**config.mk**
```make
export PLATFORM = sky130hd
export DESIGN_NAME = ber_tag_length_header_parser_top
export DESIGN_NICKNAME = d
export VERILOG_FILES = /design/src/sv/btlhp_pkg.sv /design/src/sv/btlhp_step.sv /design/src/sv/ber_tag_length_header_parser_top.sv
export SDC_FILE = /design/constraint.sdc
export NUM_CORES = 1
export LEC_CHECK = 0
export ABC_AREA = 1
export BUFFER_PORTS_ARGS = -buffer_cell sky130_fd_sc_hd__buf_2
export CAP_MARGIN = 0
export CORE_UTILIZATION = 55
export CTS_BUF_LIST = sky130_fd_sc_hd__clkbuf_2 sky130_fd_sc_hd__clkbuf_4 sky130_fd_sc_hd__clkbuf_8
export DETAILED_ROUTE_END_ITERATION = 10
export PLACE_DENSITY = 0.85
export SETUP_SLACK_MARGIN = 0.02
export SYNTH_ARGS = -nofsm -noshare
export SYNTH_HDL_FRONTEND = slang
export SYNTH_HIERARCHICAL = 1
export SYNTH_SLANG_ARGS = --single-unit
```
**constraint.sdc**
```tcl
create_clock -name clk_i -period 6.6 [get_ports clk_i]
set_input_delay 0.99 -clock clk_i [delete_from_list [all_inputs] [get_ports clk_i]]
set_output_delay 0.99 -clock clk_i [all_outputs]
set_load 0.01 [all_outputs]
```
**src/sv/btlhp_pkg.sv**
```systemverilog
// shared types and constants of the ber tag-length header parser
// no dependencies
`default_nettype none

package btlhp_pkg;

  // default limit on long-form length octets
  localparam int unsigned MaxLenOctetsDef = 4;

  // tag number that announces one extension byte
  localparam logic [4:0] TagNumExt = 5'h1F;

  // parse phase, one-hot
  typedef enum logic [3:0] {
    PhIdent    = 4'b0001,
    PhExt      = 4'b0010,
    PhLenFirst = 4'b0100,
    PhLenMore  = 4'b1000
  } phase_e;

  // result status codes
  typedef enum logic [1:0] {
    StOk      = 2'd0,
    StIndef   = 2'd1,
    StTooMany = 2'd2,
    StTrunc   = 2'd3
  } status_e;

  // parser state apart from the octet countdown
  typedef struct packed {
    phase_e      phase;
    logic [7:0]  tag;
    logic [6:0]  ext;
    logic [31:0] acc;
    logic [2:0]  oct_cnt;
    logic [1:0]  tag_cnt;
  } parse_state_t;

  // one header result
  typedef struct packed {
    status_e     status;
    logic [7:0]  tag;
    logic [6:0]  ext;
    logic [1:0]  tag_cnt;
    logic [31:0] len;
    logic [2:0]  oct_cnt;
  } result_t;

endpackage

`default_nettype wire

```
**src/sv/btlhp_step.sv**
```systemverilog
// next-state and result logic for one stream byte
// depends on btlhp_pkg
`default_nettype none

module btlhp_step import btlhp_pkg::*; #(
  parameter int unsigned MAX_LEN_OCTETS = MaxLenOctetsDef,
  parameter int unsigned RemW           = $clog2(MAX_LEN_OCTETS + 1)
) (
  input  parse_state_t    st_q_i,
  input  logic [RemW-1:0] rem_q_i,
  input  logic [7:0]      data_byte_i,
  input  logic            end_of_data_i,
  output parse_state_t    st_d_o,
  output logic [RemW-1:0] rem_d_o,
  output logic            emit_o,
  output result_t         res_o
);

  localparam logic [6:0] MaxN = 7'(MAX_LEN_OCTETS);

  logic [6:0]      n;
  logic [RemW-1:0] rem_dec;
  logic [31:0]     acc_shift;
  status_e         status;
  logic [31:0]     len;

  assign n         = data_byte_i[6:0];
  assign rem_dec   = rem_q_i - RemW'(1);
  assign acc_shift = {st_q_i.acc[23:0], data_byte_i};

  // parse one byte
  always_comb begin
    st_d_o  = st_q_i;
    rem_d_o = rem_q_i;
    emit_o  = 1'b0;
    status  = StOk;
    len     = '0;
    case (st_q_i.phase)
      PhIdent: begin
        st_d_o.tag     = data_byte_i;
        st_d_o.ext     = '0;
        st_d_o.tag_cnt = 2'd1;
        st_d_o.oct_cnt = '0;
        st_d_o.acc     = '0;
        rem_d_o        = '0;
        st_d_o.phase   = (data_byte_i[4:0] == TagNumExt) ? PhExt : PhLenFirst;
      end
      PhExt: begin
        st_d_o.ext     = data_byte_i[6:0];
        st_d_o.tag_cnt = 2'd2;
        st_d_o.phase   = PhLenFirst;
      end
      PhLenFirst: begin
        st_d_o.oct_cnt = 3'd1;
        if (!data_byte_i[7]) begin
          emit_o = 1'b1;
          len    = {24'd0, data_byte_i};
        end else if (n == 7'd0) begin
          emit_o = 1'b1;
          status = StIndef;
        end else if (n > MaxN) begin
          emit_o = 1'b1;
          status = StTooMany;
        end else begin
          st_d_o.acc   = '0;
          rem_d_o      = n[RemW-1:0];
          st_d_o.phase = PhLenMore;
        end
      end
      PhLenMore: begin
        st_d_o.acc     = acc_shift;
        st_d_o.oct_cnt = st_q_i.oct_cnt + 3'd1;
        // countdown is always nonzero here; guard anyway
        if (rem_q_i != '0) rem_d_o = rem_dec;
        if (rem_q_i == '0 || rem_dec == '0) begin
          emit_o = 1'b1;
          len    = acc_shift;
        end
      end
      default: begin
        st_d_o.phase = PhIdent;
      end
    endcase

    // early end of data on a byte that did not close the header
    if (!emit_o && end_of_data_i) begin
      emit_o = 1'b1;
      status = StTrunc;
      len    = '0;
    end

    if (emit_o) st_d_o.phase = PhIdent;
  end

  // result tag and octet-count fields come from the updated state
  always_comb begin
    res_o.status  = status;
    res_o.tag     = st_d_o.tag;
    res_o.ext     = st_d_o.ext;
    res_o.tag_cnt = st_d_o.tag_cnt;
    res_o.len     = len;
    res_o.oct_cnt = st_d_o.oct_cnt;
  end

endmodule

`default_nettype wire

```
**src/sv/ber_tag_length_header_parser_top.sv**
```systemverilog
// top level of the ber tag-length header parser
// depends on btlhp_pkg and btlhp_step
//
//  channel | handshake              | payload
//  --------+------------------------+--------------------------------------------
//  in      | in_valid_i, in_ready_o | data_byte_i, end_of_data_i
//  out     | out_valid_o, out_ready_i | status_o, tag_*_o, length_value_o, ...
//
// one byte is taken per cycle unless a held result blocks it; the header state and
// the result register update at the same edge, so a result shows in the cycle
// after its last byte. a held result blocks input only while out_ready_i is low.
// reset returns the parser to expecting an identifier byte and drops out_valid_o.
`default_nettype none

module ber_tag_length_header_parser_top import btlhp_pkg::*; #(
  parameter int unsigned MAX_LEN_OCTETS = MaxLenOctetsDef
) (
  input  wire logic        clk_i,
  input  wire logic        rst_ni,
  input  wire logic        in_valid_i,
  output      logic        in_ready_o,
  input  wire logic [7:0]  data_byte_i,
  input  wire logic        end_of_data_i,
  output      logic        out_valid_o,
  input  wire logic        out_ready_i,
  output      logic [1:0]  status_o,
  output      logic [7:0]  tag_byte_o,
  output      logic [1:0]  tag_class_o,
  output      logic        constructed_o,
  output      logic [4:0]  tag_number_o,
  output      logic [6:0]  tag_extension_o,
  output      logic [1:0]  tag_bytes_o,
  output      logic [31:0] length_value_o,
  output      logic [2:0]  length_bytes_o
);

  localparam int unsigned RemW = $clog2(MAX_LEN_OCTETS + 1);

  parse_state_t    st_q, st_d;
  logic [RemW-1:0] rem_q, rem_d;
  logic            emit;
  result_t         res, res_q;
  logic            out_valid_q;
  logic            in_fire;

  assign in_ready_o = !out_valid_q || out_ready_i;
  assign in_fire    = in_valid_i && in_ready_o;

  btlhp_step #(
    .MAX_LEN_OCTETS (MAX_LEN_OCTETS),
    .RemW           (RemW)
  ) u_step (
    .st_q_i        (st_q),
    .rem_q_i       (rem_q),
    .data_byte_i   (data_byte_i),
    .end_of_data_i (end_of_data_i),
    .st_d_o        (st_d),
    .rem_d_o       (rem_d),
    .emit_o        (emit),
    .res_o         (res)
  );

  // parser state
  always_ff @(posedge clk_i or negedge rst_ni) begin
    if (!rst_ni) begin
      st_q.phase   <= PhIdent;
      st_q.tag     <= '0;
      st_q.ext     <= '0;
      st_q.acc     <= '0;
      st_q.oct_cnt <= '0;
      st_q.tag_cnt <= '0;
      rem_q        <= '0;
    end else if (in_fire) begin
      st_q  <= st_d;
      rem_q <= rem_d;
    end
  end

  // result valid flag
  always_ff @(posedge clk_i or negedge rst_ni) begin
    if (!rst_ni) begin
      out_valid_q <= 1'b0;
    end else begin
      if (out_ready_i) out_valid_q <= 1'b0;
      if (in_fire && emit) out_valid_q <= 1'b1;
    end
  end

  // result payload
  always_ff @(posedge clk_i) begin
    if (in_fire && emit) res_q <= res;
  end

  assign out_valid_o     = out_valid_q;
  assign status_o        = res_q.status;
  assign tag_byte_o      = res_q.tag;
  assign tag_class_o     = res_q.tag[7:6];
  assign constructed_o   = res_q.tag[5];
  assign tag_number_o    = res_q.tag[4:0];
  assign tag_extension_o = res_q.ext;
  assign tag_bytes_o     = res_q.tag_cnt;
  assign length_value_o  = res_q.len;
  assign length_bytes_o  = res_q.oct_cnt;

endmodule

`default_nettype wire

```
==> results.sh, run 1 <==
export IMPL_wire_per_inst_um=15.9
export IMPL_max_cap_violations=0
export IMPL_pwr_share_seq_pct=53.4
export IMPL_grt_pass1_vias=3744
export IMPL_maxSlewViolCount=0
export IMPL_diodes=0
export IMPL_fin_crit_ps=3470
export IMPL_core_um2=8890
export IMPL_yosysWarnings=6
export IMPL_worst_skew_pair_late_latency_ps=370
export IMPL_power_leakage_nw=2.73
export IMPL_initialDrtViolationCount=397
export IMPL_crit_type="in -> reg"
export IMPL_cts_buffers=9
export IMPL_drt_pass1_iter_count=6
export IMPL_avgSynthCellArea_um2=8.95
export IMPL_finalHoldViolCount=0
export IMPL_track_usage_pct=25.1
export IMPL_syn_to_final_growth_pct=6.59
export IMPL_worst_slack_ps=3130
export IMPL_path_clk_slew_ps=90
export IMPL_root_buffer="clkbuf_8"
export IMPL_rows=34
export IMPL_combPwrFrac_pct=16.5
export IMPL_placed_area_um2=5240
export IMPL_swShare_pct=28.5
export IMPL_fp_dieW_um=98.6
export IMPL_relSlewSlack_pct=31.8
export IMPL_ant_nets=0
export IMPL_cts_sinks=106
export IMPL_rsz0062_at_grt="no"
export IMPL_postCtsSetupRepairBufs=0
export IMPL_whs_endpoint="st_q[49]"
export IMPL_antenna_found_initial=0
export IMPL_cts_tree="done"
export IMPL_gp_congestion=0.848
export IMPL_utilization_pct=61.5
export IMPL_cts_buffer_depth=2
export IMPL_pwr_share_clk_pct=30.1
export IMPL_postCtsHoldBufs=0
export IMPL_dp_cells=700
export IMPL_grt_max_degree=55
export IMPL_place_ws_ps=2780
export IMPL_rr_worst_depth=8
export IMPL_io_pins=77
export IMPL_grt_pass1_wl_um=18700
export IMPL_p_switching_mw=0.418
export IMPL_synthCells=573
export IMPL_whs_path_depth=2
export IMPL_r2r_slack_ps=3660
export IMPL_clock_fmax_mhz=288
export IMPL_die_h_um=98.6
export IMPL_r2r_end="length_value_o[30]"
export IMPL_start_util_pct=57.7
export IMPL_nNetsFinal=620
export IMPL_worst_setup_path_end_kind="flop"
export IMPL_status="complete, no violations"
export IMPL_avgViaCountPerCell=5.60
export IMPL_finalSetupTns_ps=0
export IMPL_dieArea_um2=9720
export IMPL_cts_resized=0
export IMPL_path_max_fanout=53
export IMPL_netlist_area_um2=5130
export IMPL_vias=4011
export IMPL_hpwl_um=7480
export IMPL_gr_total_overflow=0
export IMPL_startpoint_type="input pin"
export IMPL_h_tree_depth=3
export IMPL_worstMarginPinSlew_ps=1020
export IMPL_crit_chain="buf_2 > nand2_4 > nor2_4 > buf_4"
export IMPL_period_share_pct=52.6
export IMPL_max_vdd_ir_drop_uv=103
export IMPL_synth_nets=590
export IMPL_portBuffers=76
export IMPL_setup_viol=0
export IMPL_hp_class="reg -> reg"
export IMPL_finClkSkew_ps=10.2
export IMPL_wl_um=11400
export IMPL_hold_start="st_q[49]"
export IMPL_final_layout_size_suffix_gt1_share_pct=18.3
export IMPL_critPathArrivalTime_ps=3480
export IMPL_drc=0
export IMPL_slowest_stage="buf_2"
export IMPL_fin_cells=716
export IMPL_worstPathRequired_ps=6610
export IMPL_cpPeakStageDelay_ps=760
export IMPL_power_density_nw_per_um2=268
export IMPL_p_int_mw=1.05
export IMPL_stdcell_area_um2=5470
export IMPL_reg2reg_from="st_q[54]"
[worst max-delay path, delay by kind of cell]
kind	cells	cell delay (ps)
simple gates	2	1150
buf+inv	2	1280
[power by group through the flow]
stage               sequential, mW  combinational [mW]  clock, mW
global route                 0.789               0.266      0.472
finish                       0.784               0.242      0.441
global placement             0.794               0.228          0
CTS                          0.784               0.240      0.449
floorplan                    0.808               0.206          0
detailed placement           0.797               0.239          0
[worst max-delay path by stage]
stage	from	slack [ps]	to	depth (start not counted)
floorplan	data_byte_i[1]	2260	length_bytes_o[0]	7
global placement	in_valid_i	2970	length_value_o[10]	4
detailed placement	in_valid_i	2780	tag_extension_o[3]	4
CTS	in_valid_i	3160	status_o[0]	4
global route	in_valid_i	2930	status_o[0]	4
finish	in_valid_i	3130	length_value_o[30]	4
[state kept, by name (all words and copies together) (netlist names)]
register and flops:
length_bytes_o 3, length_value_o 32, out_valid_o 1, rem_q 3, st_q 48, status_o 2
tag_byte_o 8, tag_bytes_o 2, tag_extension_o 7
[cell usage in the layout, fill, tap and decap left out]
master / n
and2_1: 1
nor2_1: 44
bufinv_16: 2
dfstp_2: 1
nor2_8: 1
nand4_1: 2
ha_1: 4
nand2_1: 225
o21ai_0: 19
nor3_1: 1
clkinv_1: 1
buf_2: 76
inv_1: 22
xnor2_1: 1
o21ai_1: 1
buf_4: 2
edfxtp_1: 54
a211oi_1: 1
nor2_2: 2
nand3_1: 60
nand2_2: 3
nor2_4: 2
dfrtp_1: 51
nand2_4: 5
nand3_2: 1
clkinvlp_4: 2
o211ai_1: 1
a21oi_1: 9
inv_4: 1
clkbuf_8: 10
clkbuf_4: 1
inv_2: 2
[routing by layer]
metal / wire (µm) / part of all wire, % / GRT usage (%)
met1: 4530 / 40 / 34.6
met2: 5540 / 49 / 39.3
met3: 1060 / 9.3 / 5.11
met4: 255 / 2.2 / 9.99
met5: 0 / 0 / 0
[layout make-up]
type	instances	area [µm²]
multi-input combinational	383	1690
tap	108	135
sequential	106	2920
timing repair buffer	78	395
clock inverter	5	78.8
inverter	25	96.3
fill	731	3420
clock buffer	11	145
[per-stage QoR]
| stage | power (mW) | hold slack, ps |
|---|---|---|
| 2_1_floorplan | 1.01 | 441 |
| 4_1_cts | 1.47 | 480 |
| 6_report | 1.47 | 482 |
| 5_1_grt | 1.53 | 500 |
| 3_3_place_gp | 1.02 | 454 |
| 3_5_place_dp | 1.04 | 459 |
(Power assumes the default switching activity.)
==> run 2, diff against run 1 <==
--- a/config.mk
+++ b/config.mk
@@ -5,7 +5,7 @@
 export SDC_FILE = /design/constraint.sdc
 export NUM_CORES = 1
 export LEC_CHECK = 0
-export ABC_AREA = 1
+export ABC_AREA = 0
 export BUFFER_PORTS_ARGS = -buffer_cell sky130_fd_sc_hd__buf_2
 export CAP_MARGIN = 0
 export CORE_UTILIZATION = 55
==> constraint.sdc (replaced) <==
create_clock -name clk_i -period 3.55 [get_ports clk_i]
set_input_delay 0.5325 -clock clk_i [delete_from_list [all_inputs] [get_ports clk_i]]
set_output_delay 0.5325 -clock clk_i [all_outputs]
set_load 0.01 [all_outputs]
==> run 2 against run 1 <==
Net effect:
- hold slack got worse by 230 ps
- die area barely moved
- flip-flop and latch count stayed put
- worst setup slack got worse by 2300 ps
- clock-buffer cell count unchanged
- routed wire length fell by 17%
- critical path depth increased by 2
- largest power group unchanged
- highest routed layer unchanged
==> results.sh, run 2 <==
export IMPL_status="complete, no violations"
export IMPL_avgSynthCellArea_um2=13.0
export IMPL_syn_to_final_growth_pct=8.27
export IMPL_yosysWarnings=6
export IMPL_netlist_area_um2=5130
export IMPL_worstMarginPinSlew_ps=955
export IMPL_regMostFlops="st_q"
export IMPL_synthCells=395
export IMPL_final_layout_size_suffix_gt1_share_pct=37.1
export IMPL_max_vdd_ir_drop_uv=339
export IMPL_cts_resized=0
export IMPL_max_cap_violations=0
export IMPL_root_buffer="clkbuf_8"
export IMPL_grt_pass1_wl_um=15100
export IMPL_track_usage_pct=20.2
export IMPL_critPathArrivalTime_ps=2780
export IMPL_maxSlewViolCount=0
export IMPL_grt_max_degree=56
export IMPL_wl_um=9480
export IMPL_rsz0062_at_grt="no"
export IMPL_finalSetupTns_ps=0
export IMPL_r2r_end="tag_byte_o[7]"
export IMPL_clock_fmax_mhz=366
export IMPL_relSlewSlack_pct=36.3
export IMPL_cts_buffers=9
export IMPL_vias=3235
export IMPL_cts_buffer_depth=2
export IMPL_initialDrtViolationCount=203
export IMPL_drc=0
export IMPL_worstPathRequired_ps=3590
export IMPL_portBuffers=76
export IMPL_final_common_cell="buf_2"
export IMPL_postCtsHoldBufs=0
export IMPL_finalHoldViolCount=0
export IMPL_avgViaCountPerCell=5.94
export IMPL_power_density_nw_per_um2=547
export IMPL_core_um2=8890
export IMPL_wire_per_inst_um=17.4
export IMPL_diodes=0
export IMPL_reg2reg_from="st_q[55]"
export IMPL_rows=34
export IMPL_nNetsFinal=449
export IMPL_final_cell_mix="buf_2, edfxtp_1, dfrtp_1, mux2_2, a22o_1"
export IMPL_ant_nets=0
export IMPL_start_util_pct=57.7
export IMPL_worst_skew_pair_late_latency_ps=370
export IMPL_fin_crit_ps=2730
export IMPL_hp_class="in -> async"
export IMPL_antenna_found_initial=0
export IMPL_power_leakage_nw=2.53
export IMPL_gp_congestion=0.846
export IMPL_stdcell_area_um2=5550
export IMPL_setup_viol=0
export IMPL_cts_tree="done"
export IMPL_cts_sinks=106
export IMPL_synth_nets=412
export IMPL_fp_dieW_um=98.6
export IMPL_finClkSkew_ps=15.7
export IMPL_drt_pass1_iter_count=4
export IMPL_hpwl_um=6080
export IMPL_period_share_pct=77.0
export IMPL_path_max_fanout=54
export IMPL_grt_busiest_layer="met2"
export IMPL_startpoint_type="flop"
export IMPL_use_met3_pct=4.26
export IMPL_grt_use_met2_pct=32.1
export IMPL_h_tree_depth=3
export IMPL_nFillCells=652
export IMPL_die_h_um=98.6
export IMPL_r2r_slack_ps=820
export IMPL_crit_type="reg -> reg"
export IMPL_dieArea_um2=9710
export IMPL_postCtsSetupRepairBufs=0
export IMPL_worst_setup_path_end_kind="flop"
export IMPL_gr_total_overflow=0
export IMPL_p_total_mw=3.04
export IMPL_utilization_pct=62.4
export IMPL_grt_pass1_vias=3030
export IMPL_path_clk_slew_ps=110
export IMPL_placed_area_um2=5350
export IMPL_rr_worst_depth=6
export IMPL_grtUsageMet1_pct=26.8
export IMPL_largest_reg_flops=48
export IMPL_io_pins=77
-- run 2: cell type report --
cell class,count,area (µm²),area share (%)
tap,108,135,2.43
sequential,106,2920,52.7
timing repair buffer,81,430,7.75
multi-input combinational,227,1830,33.0
inverter,7,26.3,0.473
clock inverter,5,62.6,1.13
clock buffer,11,139,2.50
-- run 2: power breakdown --
part | internal [mW] | switching [mW]
clock | 0.346 | 0.399
combinational | 0.284 | 0.456
sequential | 1.45 | 0.0975
total | 2.08 | 0.952
-- run 2: how the worst max path moves through the flow --
stage / startpoint / end / slack, ps / depth (start not counted)
2_1_floorplan: data_byte_i[1] / length_bytes_o[0] / 160 / 6
3_3_place_gp: data_byte_i[5] / st_q[11] / 920 / 6
3_5_place_dp: data_byte_i[5] / st_q[14] / 810 / 6
4_1_cts: st_q[55] / length_value_o[27] / 850 / 6
5_1_grt: st_q[55] / length_value_o[21] / 740 / 6
6_report: st_q[55] / tag_byte_o[7] / 820 / 6
-- run 2: critical path, cell delays in order, from the launching register on --
cell and delay [ps]:
dfrtp_1 540, or4b_1 750, a41oi_1 320, a211o_1 220
nand2_1 130, nor2b_4 150, buf_12 250
-- run 2: metrics by stage --
step / worst slack, ps / hold WS (ps) / instances
2_1_floorplan: 163 / 237 / 395
3_3_place_gp: 924 / 487 / 529
3_5_place_dp: 813 / 496 / 529
4_1_cts: 846 / 279 / 545
5_1_grt: 745 / 300 / 545
6_report: 817 / 257 / 545
-- run 2: metal layers --
layer	share of wire [%]	routed length, µm
met1	43	4120
met2	48	4570
met5	0	0
met4	2.8	261
met3	5.6	534
==> run 3, diff against run 2 <==
--- a/config.mk
+++ b/config.mk
@@ -8,10 +8,10 @@
 export ABC_AREA = 0
 export BUFFER_PORTS_ARGS = -buffer_cell sky130_fd_sc_hd__buf_2
 export CAP_MARGIN = 0
-export CORE_UTILIZATION = 55
+export CORE_UTILIZATION = 54
 export CTS_BUF_LIST = sky130_fd_sc_hd__clkbuf_2 sky130_fd_sc_hd__clkbuf_4 sky130_fd_sc_hd__clkbuf_8
 export DETAILED_ROUTE_END_ITERATION = 10
-export PLACE_DENSITY = 0.85
+export PLACE_DENSITY = 0.87
 export SETUP_SLACK_MARGIN = 0.02
 export SYNTH_ARGS = -nofsm -noshare
 export SYNTH_HDL_FRONTEND = slang
==> constraint.sdc (replaced) <==
create_clock -name clk_i -period 2.3 [get_ports clk_i]
set_input_delay 0.345 -clock clk_i [delete_from_list [all_inputs] [get_ports clk_i]]
set_output_delay 0.345 -clock clk_i [all_outputs]
set_load 0.01 [all_outputs]
==> run 3 against run 2 <==
Net effect:
- the run now ends with hold timing left
- worst setup slack worse by 730 ps
- power up 60%
- highest routed layer unchanged
- die area increased by 1.8%
- design area increased by 4.9%
- register-to-register slack worse by 730 ps
- global-route usage rose by 1.0 points
- first-iteration DRC count is 45% higher
- clock power increased by 54%
- sequential share of layout area down 2.5 points
- fmax increased by 23%
- core utilization grew 0.59 points
- largest power group unchanged
==> results.sh, run 3 (synthesis results as in run 2) <==
export IMPL_regMostFlops="st_q"
export IMPL_io_pins=77
export IMPL_finalHoldViolCount=2
export IMPL_largest_reg_flops=48
export IMPL_fin_cells=589
export IMPL_dieArea_um2=9890
export IMPL_maxSlewViolCount=0
export IMPL_rsz0062_at_grt="no"
export IMPL_violations="hold timing"
export IMPL_final_common_cell="buf_2"
export IMPL_grt_pass1_wl_um=16200
export IMPL_period_share_pct=96.2
export IMPL_fin_crit_ps=2210
export IMPL_holdWs_ps=-0.713
export IMPL_setup_viol=0
export IMPL_power_leakage_nw=2.66
export IMPL_path_max_fanout=28
export IMPL_status="finished with violations"
export IMPL_max_vdd_ir_drop_uv=419
export IMPL_avgViaCountPerCell=5.66
export IMPL_cts_buffers=9
export IMPL_worstMarginPinSlew_ps=666
export IMPL_dp_cells=573
export IMPL_path_clk_slew_ps=100
export IMPL_final_cell_mix="buf_2, edfxtp_1, dfrtp_1, mux2_2, a22o_1"
export IMPL_portBuffers=76
export IMPL_syn_to_final_growth_pct=13.6
export IMPL_pwr_share_clk_pct=23.6
export IMPL_stdcell_area_um2=5820
export IMPL_placed_area_um2=5620
export IMPL_antenna_found_initial=0
export IMPL_vias=3332
export IMPL_drc=0
export IMPL_swShare_pct=31.6
export IMPL_relSlewSlack_pct=55.6
export IMPL_grt_pass1_vias=3274
export IMPL_worst_setup_path_end_kind="flop"
export IMPL_grt_max_degree=56
export IMPL_postCtsSetupRepairBufs=0
export IMPL_crit_chain="or4b_4 > a41oi_2 > a211o_1 > nand2_2 > nor2b_4 > buf_12"
export IMPL_gp_congestion=0.790
export IMPL_cts_tree="done"
export IMPL_drt_pass1_iter_count=4
export IMPL_cpPeakStageDelay_ps=580
export IMPL_worstPathRequired_ps=2380
export IMPL_critical_path_top_delay_family="simple AND/OR/NAND/NOR gates"
export IMPL_h_tree_depth=3
export IMPL_start_util_pct=55.5
export IMPL_hp_class="in -> async"
export IMPL_critPathArrivalTime_ps=2290
export IMPL_cts_buffer_depth=2
export IMPL_crit_type="reg -> reg"
export IMPL_power_density_nw_per_um2=836
export IMPL_gr_total_overflow=0
export IMPL_cts_resized=0
export IMPL_finClkSkew_ps=13.4
export IMPL_wl_um=9980
export IMPL_fp_dieW_um=99.4
export IMPL_place_ws_ps=-5.96
export IMPL_cts_sinks=106
export IMPL_crit_buf_inv=1
export IMPL_rows=35
export IMPL_clock_fmax_mhz=452
export IMPL_root_buffer="clkbuf_8"
export IMPL_worst_skew_pair_late_latency_ps=370
export IMPL_startpoint_type="flop"
export IMPL_combPwrFrac_pct=28.4
export IMPL_slowest_stage="or4b_4"
export IMPL_p_switching_mw=1.54
export IMPL_worst_slack_ps=86.7
export IMPL_initialDrtViolationCount=295
export IMPL_final_layout_size_suffix_gt1_share_pct=40.9
export IMPL_max_cap_violations=0
export IMPL_hpwl_um=6730
export IMPL_diodes=0
export IMPL_track_usage_pct=21.3
export IMPL_pwr_share_seq_pct=48.0
export IMPL_ant_nets=0
export IMPL_postCtsHoldBufs=0
export IMPL_p_int_mw=3.33
export IMPL_nNetsFinal=472
export IMPL_nFillCells=691
export IMPL_core_um2=9240
export IMPL_die_h_um=99.4
export IMPL_wire_per_inst_um=16.9
## run 3: power by group through the flow
stage | clock network [mW] | registers, mW | logic [mW]
final | 1.15 | 2.34 | 1.38
after global routing | 1.23 | 2.36 | 1.51
after detailed placement | 0 | 2.38 | 1.36
after floorplan | 0 | 2.43 | 1.06
after CTS | 1.16 | 2.34 | 1.37
after global placement | 0 | 2.36 | 1.30
## run 3: metrics by stage
| step | TNS [ps] | power, mW | utilization (%) |
|---|---|---|---|
| 3_5_place_dp | -5.96 | 3.73 | 60.8 |
| 4_1_cts | 0 | 4.86 | 63.0 |
| 3_3_place_gp | 0 | 3.67 | 60.8 |
| 6_report | 0 | 4.87 | 63.0 |
| 5_1_grt | 0 | 5.11 | 63.0 |
| 2_1_floorplan | -21520 | 3.49 | - |
## run 3: area by class of cell
cell class,count,area (µm²),area share [%]
clock buffers,10,131,2.26
clock inverters,6,63.8,1.10
inverters,7,26.3,0.451
multi-input cells,227,1850,31.8
flip-flops and latches,106,2920,50.2
well taps,129,161,2.77
repair buffers,104,666,11.4
## run 3: worst register-to-register path, stage by stage (launching register included)
cell and delay [ps]:
dfrtp_1 400, or4b_4 580, a41oi_2 220, a211o_1 190, nand2_2 90, nor2b_4 210
buf_12 220
## run 3: per-layer routing
metal,share of wire [%],global-route usage [%]
met1,42,27.8
met2,51,35.3
met3,4.4,3.44
met4,2.0,9.39
met5,0,0
## run 3: worst paths after layout
path | start | end | slack [ps] | cells past startpoint
worst max-delay path | st_q[53] | length_value_o[17] | 90 | 6
worst min-delay path | rst_ni | st_q[13] | -0.7 | 1
worst max register to register | st_q[53] | length_value_o[17] | 90 | 6
worst min register to register | st_q[43] | st_q[43] | 520 | 1
max in group asynchronous | rst_ni | st_q[52] | 1640 | 2
min in group clk_i | in_valid_i | out_valid_o | 260 | 3
